--- config.mk ---
export PLATFORM = sky130hd
export DESIGN_NAME = sfm_queue
export DESIGN_NICKNAME = d
export VERILOG_FILES = /design/src/rtl/core/sfm_pkg.sv /design/src/rtl/core/sfm_queue.sv
export SDC_FILE = /design/constraint.sdc
export NUM_CORES = 1
export LEC_CHECK = 0
export CAP_MARGIN = 10
export CORE_UTILIZATION = 45
export DETAILED_ROUTE_END_ITERATION = 12
export DONT_BUFFER_PORTS = 1
export HOLD_SLACK_MARGIN = 0.03
export SLEW_MARGIN = 10
export SYNTH_ARGS = -nofsm -noshare
export SYNTH_HDL_FRONTEND = slang
export SYNTH_SLANG_ARGS = --single-unit
--- constraint.sdc ---
create_clock -name clk -period 3.81 [get_ports clk]
set_input_delay 0.381 -clock clk [delete_from_list [all_inputs] [get_ports clk]]
set_output_delay 0.381 -clock clk [all_outputs]
set_load 0.1 [all_outputs]
--- src/rtl/core/sfm_pkg.sv ---
// ----------------------------------------------------------------------------
// sfm_pkg: shared types and constants of the sparse factor marginalizer
// Field widths, register codes, state encodings and the queue entry type.
// ----------------------------------------------------------------------------
`default_nettype none

package sfm_pkg;

  localparam int IDX_W         = 16;
  localparam int VAL_W         = 32;
  localparam int CARD_W        = 5;
  localparam int KC_W          = 3;
  localparam int MASK_W        = 4;
  localparam int NUM_CARD_REGS = 4;
  localparam int KPTR_W        = $clog2(NUM_CARD_REGS);
  // Width of any product of cardinalities and of any reduced index.
  localparam int PW            = NUM_CARD_REGS * CARD_W;

  // Digit extraction divides four quotient bits per cycle.
  localparam int DIV_BITS      = 4;
  localparam int DIV_CYCLES    = IDX_W / DIV_BITS;
  localparam int STEP_W        = $clog2(DIV_CYCLES);

  localparam int QUEUE_DEPTH   = 2;
  localparam int QPTR_W        = $clog2(QUEUE_DEPTH);

  localparam int CFG_IDX_W     = 3;
  localparam int CFG_DATA_W    = 8;

  localparam int MAX_KEYS_DEF    = 4;
  localparam int MAX_CARD_DEF    = 16;
  localparam int STORE_DEPTH_DEF = 65536;

  localparam logic [CFG_IDX_W-1:0] REG_KEY_COUNT    = 3'd0;
  localparam logic [CFG_IDX_W-1:0] REG_CARD_KEY0    = 3'd1;
  localparam logic [CFG_IDX_W-1:0] REG_CARD_KEY1    = 3'd2;
  localparam logic [CFG_IDX_W-1:0] REG_CARD_KEY2    = 3'd3;
  localparam logic [CFG_IDX_W-1:0] REG_CARD_KEY3    = 3'd4;
  localparam logic [CFG_IDX_W-1:0] REG_FRONTAL_MASK = 3'd5;
  localparam logic [CFG_IDX_W-1:0] REG_REDUCE_MODE  = 3'd6;

  localparam logic ACT_ACCUMULATE = 1'b0;
  localparam logic ACT_READ       = 1'b1;

  localparam logic MODE_SUM = 1'b0;
  localparam logic MODE_MAX = 1'b1;

  typedef enum logic [1:0] {
    F_IDLE,
    F_DIV,
    F_KEY,
    F_EMIT
  } front_state_t;

  typedef enum logic [1:0] {
    B_CLEAR,
    B_IDLE,
    B_RMW
  } back_state_t;

  typedef enum logic [1:0] {
    OP_ACC,
    OP_READ,
    OP_READ_OOR
  } op_kind_t;

  typedef struct packed {
    logic [KC_W-1:0]                          key_count;
    logic [NUM_CARD_REGS-1:0][CARD_W-1:0]     card;
    logic [MASK_W-1:0]                        frontal_mask;
    logic                                     reduce_mode;
  } cfg_t;

  typedef struct packed {
    op_kind_t          kind;
    logic [PW-1:0]     addr;
    logic [IDX_W-1:0]  index;
    logic [VAL_W-1:0]  value;
  } op_t;

  typedef struct packed {
    logic full;
    logic empty;
  } queue_status_t;

endpackage

`default_nettype wire

--- src/rtl/core/sfm_queue.sv ---
// ----------------------------------------------------------------------------
// sfm_queue: operation queue between front and back
// Short FIFO of classified operations so that each side may stall alone.
// ----------------------------------------------------------------------------
`default_nettype none

module sfm_queue import sfm_pkg::*; (
  input  wire logic    clk,
  input  wire logic    rst,
  input  wire logic    push,
  input  wire op_t     push_op,
  input  wire logic    pop,
  output op_t          head,
  output queue_status_t status
);

  op_t              slots [QUEUE_DEPTH];
  logic [QPTR_W-1:0] wr_ptr;
  logic [QPTR_W-1:0] rd_ptr;
  logic [QPTR_W:0]   count;

  assign head         = slots[rd_ptr];
  assign status.full  = (count == (QPTR_W + 1)'(QUEUE_DEPTH));
  assign status.empty = (count == '0);

  always_ff @(posedge clk) begin
    if (push) begin
      slots[wr_ptr] <= push_op;
    end
  end

  always_ff @(posedge clk) begin
    if (rst) begin
      wr_ptr <= '0;
      rd_ptr <= '0;
      count  <= '0;
    end else begin
      if (push) begin
        wr_ptr <= (wr_ptr == QPTR_W'(QUEUE_DEPTH - 1)) ? '0 : wr_ptr + QPTR_W'(1);
      end
      if (pop) begin
        rd_ptr <= (rd_ptr == QPTR_W'(QUEUE_DEPTH - 1)) ? '0 : rd_ptr + QPTR_W'(1);
      end
      case ({push, pop})
        2'b10:   count <= count + (QPTR_W + 1)'(1);
        2'b01:   count <= count - (QPTR_W + 1)'(1);
        default: count <= count;
      endcase
    end
  end

endmodule

`default_nettype wire

==> metrics.txt <==
EDFF count, synth 140; Mapped Cells 240; CP Cell Sequence mux2_2; Worst IR Drop VDD approximately 0.35 mV; Critical-path top delay cell dfxtp_4; final worst-path cycle share 0.6487; Initial Utilization 0.4607; CORE AREA roughly 0.011 mm²; Die Area about 0.012 mm²; vias in the first global route roughly 2,300; Crit Path Category reg -> out; CP Capture Type primary output; status finished, final reports clean; DRT iter0 DRCs 65; Wirelength per Cell ~20 µm; post-layout min period between 2 and 2.5 ns; top cells by area, synth edfxtp_1, mux2_2, dfxtp_1; worst slew pin tran 1.071 ns; Worst Path Buf+Inv 0; Vias/cell 5.203; multi-input logic area 902.1 µm²; setup TNS 0 ns; antenna cells 0; Vias 2,128; crit start category flip-flop; initial antenna violation count 0; htree depth 4; top cell type's share of synthesized area 0.8027; storage element area roughly 0.0043 mm²; hold path start push_op[44]; clk root buf clkbuf_16; Area growth syn-to-layout 15.31%; CTS Buffer Depth 2; Clock Latency Late Sink 0.40 ns; GRT Total Usage 0.1395; cell taking the most area after synthesis edfxtp_1; register area share after synthesis 0.8218; RSZ-0062 raised after global routing no; largest net degree at the start of global routing slightly above 70; library cells used by synthesis 14; first-pass GRT wire length between 10,000 and 15,000 µm; Die Height around 110 µm; R2R Path Start wr_ptr; # nets final 328; DRT antenna net count 0; length of the first detailed-routing pass in iterations 4; fin. max-slew vios 0; Placer Congestion 0.6656; CTS tree built; Worst Skew 0.006293 ns; Max-Cap Viols 0; crit-path leading delay family flip-flops; Util after Layout 0.5312; synthesized area between 0.005 and 0.006 mm²; final setup fails 0; ys async rst share 0; routed wire length 8155 µm; Die W 109.9 µm; IO buf count 0; Main synth FF type edfxtp_1; CTS Buf Count 17; Yosys Warn Count 0; top-count cell post-synth edfxtp_1; Avg Cell Area, Syn approximately 22 µm²; row count 39; Commonest cells post-synth edfxtp_1, mux2_2, buf_2; layout cells sized above 1 0.4023; Max Fclk a little over 0.4 GHz; WP data required around 3.4 ns; clk slew on worst S/H paths approximately 0.060 ns; Worst Path Arrival approximately 2.1 ns; fillcell total approximately 900; P per Cell Area around 730 mW/mm²; CTS sink count around 150; flops & latches, synth approximately 150; CP peak stage delay ~0.95 ns; Fin. Hold Viols 0; io pins between 100 and 150; Rel. slew slack 0.2853; # DRC 0; placed wire-length estimate between 4000 and 5000 µm; Crit Path Max Fanout 70; Syn Nets roughly 320; total gr overflow 0; Leak ~2.0 nW; hold crit path type in -> reg
==> placed cells by master, fill, tap and decap left out, drive strengths merged, types with 2 or more instances in the layout <==
cell and n:
edfxtp 140, mux2 70, clkbuf 17, nor2 6
clkinv 6, dfxtp 5, bufinv 4, clkinvlp 4
xnor2 3, inv 2
==> area by class of cell <==
type,count,area share
well taps,143,0.02963
clock buffers,17,0.07044
clock inverters,15,0.03170
inverters,1,0.0006215
repair buffers,2,0.004972
flip-flops and latches,145,0.7133
multi-input cells,86,0.1494
==> final timing paths <==
check                  to  slack, ns  cells past startpoint
min reg2reg     flip-flop       0.51                      2
max              head[33]       1.34                      1
min          slots[0][44]       0.07                      0
max reg2reg  slots[0][28]       1.97                      2
==> routing by layer <==
metal,GRT usage,vias to the layer above,share of wire
met4,0.06857,0,0.0045
met1,0.1459,1061,0.37
li1,-,968,-
met5,0,-,0
met3,0.09129,2,0.13
met2,0.2156,97,0.50
==> registers in the layout (all words and copies together), names as in the netlist, named ones only <==
name	cells
slots	140
count	2
rd_ptr	1
wr_ptr	1
==> power breakdown <==
group	total (mW)	internal, mW	switching (mW)	leakage, nW
registers	1.91	1.86	0.0508	1.36
logic	0.822	0.103	0.719	0.324
clock network	1.70	1.09	0.608	0.292
total	4.43	3.05	1.38	1.97
==> timing repair <==
item / CTS / global route
setup buffers: 0 / 0
endpoints found under the setup margin: 0 / 0
hold buffers: 1 / 0
gates resized for setup: 0 / 0
hold endpoints to repair: 5 / 0
==> stage by stage <==
| stage | setup slack (ns) | std cells | total power [mW] | hold WS (ns) | area, µm² |
|---|---|---|---|---|---|
| CTS | 1.280 | 409 | 4.482 | 0.04627 | 6040 |
| floorplan | 1.149 | 240 | 2.723 | 0.4501 | 5240 |
| global placement | 1.714 | 376 | 2.771 | 0.4462 | 5413 |
| finish | 1.338 | 409 | 4.433 | 0.07086 | 6040 |
| detailed placement | 1.719 | 376 | 2.775 | 0.4467 | 5413 |
| global route | 1.185 | 409 | 4.578 | 0.03729 | 6040 |
==> cell families (layout without fill, tap and decap cells) <==
logic type | after synthesis | in the layout | synth area share
flip-flops | 145 | 145 | 0.8218
multiplexers | 70 | 70 | 0.1505
AND/OR/NAND/NOR | 9 | 9 | 0.008363
buffers and inverters | 9 | 35 | 0.008361
XOR/XNOR | 4 | 4 | 0.006690
AO/OA/AOI/OAI | 2 | 2 | 0.001909
adder cells (fa/ha/maj) | 1 | 1 | 0.002389
Note: power is estimated with default switching activity, not from simulation.
