File: config.mk
export PLATFORM = sky130hd
export DESIGN_NAME = sfm_front_flat
export DESIGN_NICKNAME = d
export VERILOG_FILES = /design/src/rtl/core/sfm_pkg.sv /design/src/rtl/core/sfm_entry_if.sv /design/src/rtl/core/sfm_front.sv /design/src/flat_wrapper.sv
export SDC_FILE = /design/constraint.sdc
export NUM_CORES = 1
export LEC_CHECK = 0
export ABC_CLOCK_PERIOD_IN_PS = 16500
export BUFFER_PORTS_ARGS = -buffer_cell sky130_fd_sc_hd__buf_4
export CAP_MARGIN = 5
export CORE_ASPECT_RATIO = 0.75
export CORE_MARGIN = 3
export CORE_UTILIZATION = 67
export CTS_BUF_LIST = sky130_fd_sc_hd__clkbuf_8
export CTS_CLUSTER_SIZE = 30
export DETAILED_ROUTE_END_ITERATION = 6
export PLACE_DENSITY = 0.9
export SLEW_MARGIN = 5
export SYNTH_ARGS = -nofsm -noshare
export SYNTH_HDL_FRONTEND = slang
export SYNTH_SLANG_ARGS = --single-unit
File: constraint.sdc
create_clock -name clk -period 16.5 [get_ports clk]
set_clock_uncertainty 0.2 [all_clocks]
set_input_delay 3.3 -clock clk [delete_from_list [all_inputs] [get_ports clk]]
set_output_delay 3.3 -clock clk [all_outputs]
set_load 0.1 [all_outputs]
File: src/rtl/core/sfm_pkg.sv
// ----------------------------------------------------------------------------
// sfm_pkg: shared types and constants of the sparse factor marginalizer
// Field widths, register codes, state encodings and the queue entry type.
// ----------------------------------------------------------------------------
`default_nettype none

package sfm_pkg;

  localparam int IDX_W         = 16;
  localparam int VAL_W         = 32;
  localparam int CARD_W        = 5;
  localparam int KC_W          = 3;
  localparam int MASK_W        = 4;
  localparam int NUM_CARD_REGS = 4;
  localparam int KPTR_W        = $clog2(NUM_CARD_REGS);
  // Width of any product of cardinalities and of any reduced index.
  localparam int PW            = NUM_CARD_REGS * CARD_W;

  // Digit extraction divides four quotient bits per cycle.
  localparam int DIV_BITS      = 4;
  localparam int DIV_CYCLES    = IDX_W / DIV_BITS;
  localparam int STEP_W        = $clog2(DIV_CYCLES);

  localparam int QUEUE_DEPTH   = 2;
  localparam int QPTR_W        = $clog2(QUEUE_DEPTH);

  localparam int CFG_IDX_W     = 3;
  localparam int CFG_DATA_W    = 8;

  localparam int MAX_KEYS_DEF    = 4;
  localparam int MAX_CARD_DEF    = 16;
  localparam int STORE_DEPTH_DEF = 65536;

  localparam logic [CFG_IDX_W-1:0] REG_KEY_COUNT    = 3'd0;
  localparam logic [CFG_IDX_W-1:0] REG_CARD_KEY0    = 3'd1;
  localparam logic [CFG_IDX_W-1:0] REG_CARD_KEY1    = 3'd2;
  localparam logic [CFG_IDX_W-1:0] REG_CARD_KEY2    = 3'd3;
  localparam logic [CFG_IDX_W-1:0] REG_CARD_KEY3    = 3'd4;
  localparam logic [CFG_IDX_W-1:0] REG_FRONTAL_MASK = 3'd5;
  localparam logic [CFG_IDX_W-1:0] REG_REDUCE_MODE  = 3'd6;

  localparam logic ACT_ACCUMULATE = 1'b0;
  localparam logic ACT_READ       = 1'b1;

  localparam logic MODE_SUM = 1'b0;
  localparam logic MODE_MAX = 1'b1;

  typedef enum logic [1:0] {
    F_IDLE,
    F_DIV,
    F_KEY,
    F_EMIT
  } front_state_t;

  typedef enum logic [1:0] {
    B_CLEAR,
    B_IDLE,
    B_RMW
  } back_state_t;

  typedef enum logic [1:0] {
    OP_ACC,
    OP_READ,
    OP_READ_OOR
  } op_kind_t;

  typedef struct packed {
    logic [KC_W-1:0]                          key_count;
    logic [NUM_CARD_REGS-1:0][CARD_W-1:0]     card;
    logic [MASK_W-1:0]                        frontal_mask;
    logic                                     reduce_mode;
  } cfg_t;

  typedef struct packed {
    op_kind_t          kind;
    logic [PW-1:0]     addr;
    logic [IDX_W-1:0]  index;
    logic [VAL_W-1:0]  value;
  } op_t;

  typedef struct packed {
    logic full;
    logic empty;
  } queue_status_t;

endpackage

`default_nettype wire

File: src/rtl/core/sfm_entry_if.sv
// ----------------------------------------------------------------------------
// sfm_entry_if: input channel of the marginalizer
// Valid/ready channel carrying one table entry or one read request.
// ----------------------------------------------------------------------------
`default_nettype none

interface sfm_entry_if import sfm_pkg::*; ();
  logic              valid;
  logic              ready;
  logic              action;
  logic [IDX_W-1:0]  entry_index;
  logic [VAL_W-1:0]  entry_value;

  modport source (output valid, output action, output entry_index, output entry_value,
                  input ready);
  modport sink   (input valid, input action, input entry_index, input entry_value,
                  output ready);
endinterface

`default_nettype wire

File: src/rtl/core/sfm_front.sv
// ----------------------------------------------------------------------------
// sfm_front: entry intake and index reduction
// Splits the full index into digits, drops eliminated keys, checks ranges and
// hands a classified operation to the queue.
// ----------------------------------------------------------------------------
`default_nettype none

module sfm_front import sfm_pkg::*; #(
  parameter int MAX_KEYS    = MAX_KEYS_DEF,
  parameter int MAX_CARD    = MAX_CARD_DEF,
  parameter int STORE_DEPTH = STORE_DEPTH_DEF
) (
  input  wire logic          clk,
  input  wire logic          rst,
  sfm_entry_if.sink          entry,
  input  wire cfg_t          cfg,
  input  wire logic          clear_done,
  input  wire queue_status_t q_status,
  output logic               q_push,
  output op_t                q_op
);

  front_state_t state, state_next;

  logic [KPTR_W-1:0] k;
  logic [STEP_W-1:0] step;
  logic              action;
  logic [IDX_W-1:0]  idx;
  logic [VAL_W-1:0]  value;
  logic [IDX_W-1:0]  quo;
  logic [CARD_W-1:0] part;
  logic [PW-1:0]     full;
  logic [PW-1:0]     reduced;
  logic [PW-1:0]     red;

  logic [KC_W-1:0]   n_keys;
  logic [KPTR_W-1:0] start_k;
  logic [CARD_W-1:0] c;
  logic              kept;
  logic [IDX_W-1:0]  quo_step;
  logic [CARD_W-1:0] part_step;
  logic [CARD_W:0]   trial;
  logic              accept;
  logic              drop;
  logic              oor;

  function automatic logic [CARD_W-1:0] card_of(input logic [CARD_W-1:0] r);
    if (r == '0) begin
      return CARD_W'(1);
    end else if (32'(r) > MAX_CARD) begin
      return CARD_W'(MAX_CARD);
    end
    return r;
  endfunction

  always_comb begin
    n_keys = cfg.key_count;
    if (n_keys == '0) begin
      n_keys = KC_W'(1);
    end
    if (32'(n_keys) > MAX_KEYS) begin
      n_keys = KC_W'(MAX_KEYS);
    end
    if (32'(n_keys) > NUM_CARD_REGS) begin
      n_keys = KC_W'(NUM_CARD_REGS);
    end
    start_k = KPTR_W'(n_keys - KC_W'(1));
  end

  assign c    = card_of(cfg.card[k]);
  assign kept = !cfg.frontal_mask[k];

  // Restoring division of the running quotient by the current cardinality.
  always_comb begin
    quo_step  = quo;
    part_step = part;
    trial     = '0;
    for (int i = 0; i < DIV_BITS; i++) begin
      trial    = {part_step, quo_step[IDX_W-1]};
      quo_step = {quo_step[IDX_W-2:0], 1'b0};
      if (trial >= {1'b0, c}) begin
        trial       = trial - {1'b0, c};
        quo_step[0] = 1'b1;
      end
      part_step = trial[CARD_W-1:0];
    end
  end

  assign entry.ready = (state == F_IDLE) && clear_done;
  assign accept      = entry.valid && entry.ready;

  assign drop = (32'(idx) >= 32'(full)) || (32'(red) >= 32'(STORE_DEPTH));
  assign oor  = (32'(idx) >= 32'(reduced)) || (32'(idx) >= 32'(STORE_DEPTH));

  always_comb begin
    q_op.index = idx;
    q_op.value = value;
    if (action == ACT_ACCUMULATE) begin
      q_op.kind = OP_ACC;
      q_op.addr = red;
    end else begin
      q_op.kind = oor ? OP_READ_OOR : OP_READ;
      q_op.addr = PW'(idx);
    end
  end

  always_ff @(posedge clk) begin
    if (rst) begin
      state <= F_IDLE;
    end else begin
      state <= state_next;
    end
  end

  always_comb begin
    state_next = state;
    q_push     = 1'b0;
    case (state)
      F_IDLE: begin
        if (accept) begin
          state_next = (entry.action == ACT_ACCUMULATE) ? F_DIV : F_KEY;
        end
      end
      F_DIV: begin
        if (step == STEP_W'(DIV_CYCLES - 1)) begin
          state_next = F_KEY;
        end
      end
      F_KEY: begin
        if (k == '0) begin
          state_next = F_EMIT;
        end else begin
          state_next = (action == ACT_ACCUMULATE) ? F_DIV : F_KEY;
        end
      end
      F_EMIT: begin
        if (action == ACT_ACCUMULATE && drop) begin
          state_next = F_IDLE;
        end else if (!q_status.full) begin
          q_push     = 1'b1;
          state_next = F_IDLE;
        end
      end
      default: state_next = F_IDLE;
    endcase
  end

  // Keys are visited from the least significant digit upwards; the reduced
  // product so far is also the place value of the next kept digit.
  always_ff @(posedge clk) begin
    case (state)
      F_IDLE: begin
        if (accept) begin
          k       <= start_k;
          step    <= '0;
          action  <= entry.action;
          idx     <= entry.entry_index;
          value   <= entry.entry_value;
          quo     <= entry.entry_index;
          part    <= '0;
          full    <= PW'(1);
          reduced <= PW'(1);
          red     <= '0;
        end
      end
      F_DIV: begin
        quo  <= quo_step;
        part <= part_step;
        step <= step + STEP_W'(1);
      end
      F_KEY: begin
        full <= PW'(full * PW'(c));
        if (kept) begin
          reduced <= PW'(reduced * PW'(c));
          if (action == ACT_ACCUMULATE) begin
            red <= red + PW'(reduced * PW'(part));
          end
        end
        part <= '0;
        step <= '0;
        if (k != '0) begin
          k <= k - KPTR_W'(1);
        end
      end
      default: begin
      end
    endcase
  end

endmodule

`default_nettype wire

File: src/flat_wrapper.sv
// flat-port wrapper written by rule: the top's interface ports become plain ports
module sfm_front_flat import sfm_pkg::*;
#(
  parameter int MAX_KEYS    = MAX_KEYS_DEF,
  parameter int MAX_CARD    = MAX_CARD_DEF,
  parameter int STORE_DEPTH = STORE_DEPTH_DEF
)
  (clk, rst, cfg, clear_done, q_status, q_push, q_op, entry_valid, entry_action, entry_entry_index, entry_entry_value, entry_ready);
  sfm_entry_if entry_i ();
  input  wire logic clk;
  input  wire logic rst;
  input  wire cfg_t cfg;
  input  wire logic clear_done;
  input  wire queue_status_t q_status;
  output logic q_push;
  output op_t q_op;
  input wire logic [$bits(entry_i.valid)-1:0] entry_valid;
  input wire logic [$bits(entry_i.action)-1:0] entry_action;
  input wire logic [$bits(entry_i.entry_index)-1:0] entry_entry_index;
  input wire logic [$bits(entry_i.entry_value)-1:0] entry_entry_value;
  output wire logic [$bits(entry_i.ready)-1:0] entry_ready;
  assign entry_i.valid = entry_valid;
  assign entry_i.action = entry_action;
  assign entry_i.entry_index = entry_entry_index;
  assign entry_i.entry_value = entry_entry_value;
  assign entry_ready = entry_i.ready;
  sfm_front #(.MAX_KEYS(MAX_KEYS), .MAX_CARD(MAX_CARD), .STORE_DEPTH(STORE_DEPTH)) u_core (.clk(clk), .rst(rst), .entry(entry_i), .cfg(cfg), .clear_done(clear_done), .q_status(q_status), .q_push(q_push), .q_op(q_op));
endmodule
==> summary.md <==
| Metric | Value |
|---|---|
| Placer congestion estimate | 0.929 |
| Top_reg_cell synth | edfxtp_1 |
| Clock-pin slew of the registers on the worst-case setup and hold paths | between 0.1 and 0.15 ns |
| Synthesis-stage register bit count | 136 |
| Final Hold Fails | 0 |
| Die extent in x | 175 um |
| Avg Inst Size Synth | 9.99 um^2 |
| Routed len/inst | 21.5 um |
| Root Driver | clkbuf_8 |
| CP Launch Type | input port |
| Status | complete, no violations |
| CP max FO | 30 |
| First-pass GRT wire length | 63400 um |
| Slew HR | 0.233 |
| Antenna violations before repair | 1 |
| Yosys warns | 0 |
| Synthesis-to-finish area growth | 12.7% |
| Slew Viols, Final | 0 |
| Via-to-Cell Ratio | 6.22 |
| Pin count of the biggest net entering global routing | 51 |
| Clk buf depth | 2 |
| CP Capture Type | flop |
| Row count | 45 |
| Post-synth cell types | 63 |
| Sum Neg Setup Slack | 0 ns |
| Worst Tran Pin Value | ~1.1 ns |
| Vias | 11600 |
| # DRC | 0 |
| Crit Path Class | in -> reg |
| Nets | 1942 |
| Hold-fix buffers at CTS | 0 |
| Post-synth EDFFs | 134 |
| Share of layout cells above drive strength 1 | 0.158 |
| Antenna diode count | 0 |
| Die ar. | 23300 um^2 |
| Core area | 20700 um^2 |
| Postcts setup bufs | 0 |
| CTS buffer count | 17 |
| Num Clock Sinks | 136 |
| Number of global-route vias before repair | 12100 |
| GRT overflow | 0 |
| Placed Cells | 1834 |
| Synthesized cell area | between 10000 and 15000 um^2 |
| Clk_lat worst skew | between 0.4 and 0.5 ns |
| DRT Wirelength | between 40000 and 50000 um |
| Non-filler cells in the finished layout | 1866 |
| Total of max-cap violations | 0 |
| FILL cells | 1259 |
| Final setup vio count | 0 |
| Fmax | 0.0768 GHz |
| Post-route ant nets | 0 |
| Slowest stage cell, crit path | mux4_2 |
| DP Wirelength | about 30000 um |
| Final instance area | 16200 um^2 |
| Port bufs | between 150 and 200 |
| Final period util | 0.789 |
| First DRT Iteration DRCs | 1406 |
| Ports | approximately 160 |
| Chip Height | 133 um |
| CTS H-Tree Depth | 4 |
| Syn nets | 1813 |
| Fin crit period | 13.01 ns |
| Cells after Synth | between 1000 and 1500 |
| Post-CTS sizing | 0 |
| Critical Path Max Stage Delay | 0.78 ns |
| Sequential area share after synthesis | 0.282 |
| Worst EP required | 16.61 ns |
| Router iterations before antenna repair | 6 |
| Data arrival time of the worst path | 13.12 ns |
| CTS tree | done |
| Placed Instance Area | around 16000 um^2 |
| Overall Global Routing Usage | 0.352 |
| Hold Crit Class | reg -> reg |
| RSZ-0062 raised after global routing | false |
| Post-synth ARST share | 0 |
| Starting Density | 0.697 |
cells by family after synthesis:
kind of cell / share of synthesized area
buffers and inverters: 0.0653
xor gates and xnor gates: 0.0425
DFF: 0.282
muxes: 0.0450
and+or+nand+nor: 0.145
adders and majority gates: 0.335
AOI/OAI and AO/OA: 0.0854
critical path, delay by kind of cell:
kind            cells  cell delay [ns]
compound gates     14             3.99
fa+ha+maj           6             2.48
mux                 5             1.92
buf+inv             4             0.82
simple gates        4             0.57
area by class of cell:
| class | instances | area (um^2) | area share |
|---|---|---|---|
| sequential | 136 | 4060 | 0.250 |
| inverter | 195 | 732 | 0.0451 |
| tap | 282 | 353 | 0.0217 |
| multi-input combinational | 1056 | 9420 | 0.580 |
| clock buffer | 17 | 234 | 0.0144 |
| timing repair buffer | 165 | 1240 | 0.0763 |
| clock inverter | 15 | 199 | 0.0123 |
path summary, 6_finish.rpt:
kind,slack [ns],cells after the start,from,to
setup / recovery,3.49,33,cfg[24],u_core.part[0]
hold / removal,0.36,1,u_core.quo[10],u_core.quo[14]
setup reg to reg,5.44,32,u_core.k[0],u_core.part[0]
hold reg to reg,0.36,1,u_core.quo[10],u_core.quo[14]
per-stage QoR:
step | utilization | hold WS, ns | setup slack [ns]
5_1_grt | 0.786 | 0.378 | 3.16
2_1_floorplan | - | 0.318 | 4.54
3_3_place_gp | 0.765 | 0.327 | 3.77
4_1_cts | 0.786 | 0.361 | 3.76
6_report | 0.786 | 0.357 | 3.49
3_5_place_dp | 0.765 | 0.334 | 3.46
sequential cells by signal (all words and copies together) (netlist names):
signal and cells:
u_core.full 20, u_core.value 32, u_core.reduced 20, u_core.red 20
u_core.step 2, u_core.action 1, u_core.k 2, u_core.state 2
u_core.quo 16, u_core.part 5, u_core.idx 16
cells in the final DEF (no fill, tap or decap), types with 4 or more instances in the layout:
cell type / count
nand2_1: 183
ha_1: 125
nor2b_1: 11
and2_1: 54
o21ai_0: 28
o21a_1: 5
clkbuf_8: 17
xnor2_1: 45
clkinv_8: 8
nor2_1: 146
and4_1: 4
mux2_2: 34
a211o_1: 8
inv_1: 194
nand2b_1: 16
mux2i_1: 10
nand4_1: 5
nor3_1: 10
edfxtp_1: 134
o41ai_1: 4
o21bai_1: 4
nand3_1: 10
fa_1: 163
xor2_1: 25
a21o_1: 31
a31oi_1: 5
mux4_2: 6
and3_1: 14
buf_4: 165
a211oi_1: 7
a21oi_1: 51
Yosys cell counts (31+ instances only):
| library cell | instances | area, um^2 |
|---|---|---|
| inv_1 | 195 | 732 |
| edfxtp_1 | 134 | 4020 |
| clkbuf_1 | 42 | 158 |
| nand2_1 | 183 | 687 |
| a21o_1 | 31 | 233 |
| fa_1 | 163 | 3260 |
| mux2_2 | 34 | 383 |
| ha_1 | 125 | 1560 |
| a21oi_1 | 53 | 265 |
| xnor2_1 | 45 | 394 |
| nor2_1 | 146 | 548 |
| and2_1 | 54 | 338 |
metal layers:
layer  wire (um)  share of wire  track usage
met1       14700           0.37        0.450
met2       18400           0.46        0.551
met3        4790           0.12        0.102
met4        2280          0.057        0.181
met5          11        0.00027            0
Power is left out: the tool's default activity adds up to more than one toggle a clock period on the data nets, which glitch-free logic cannot reach.
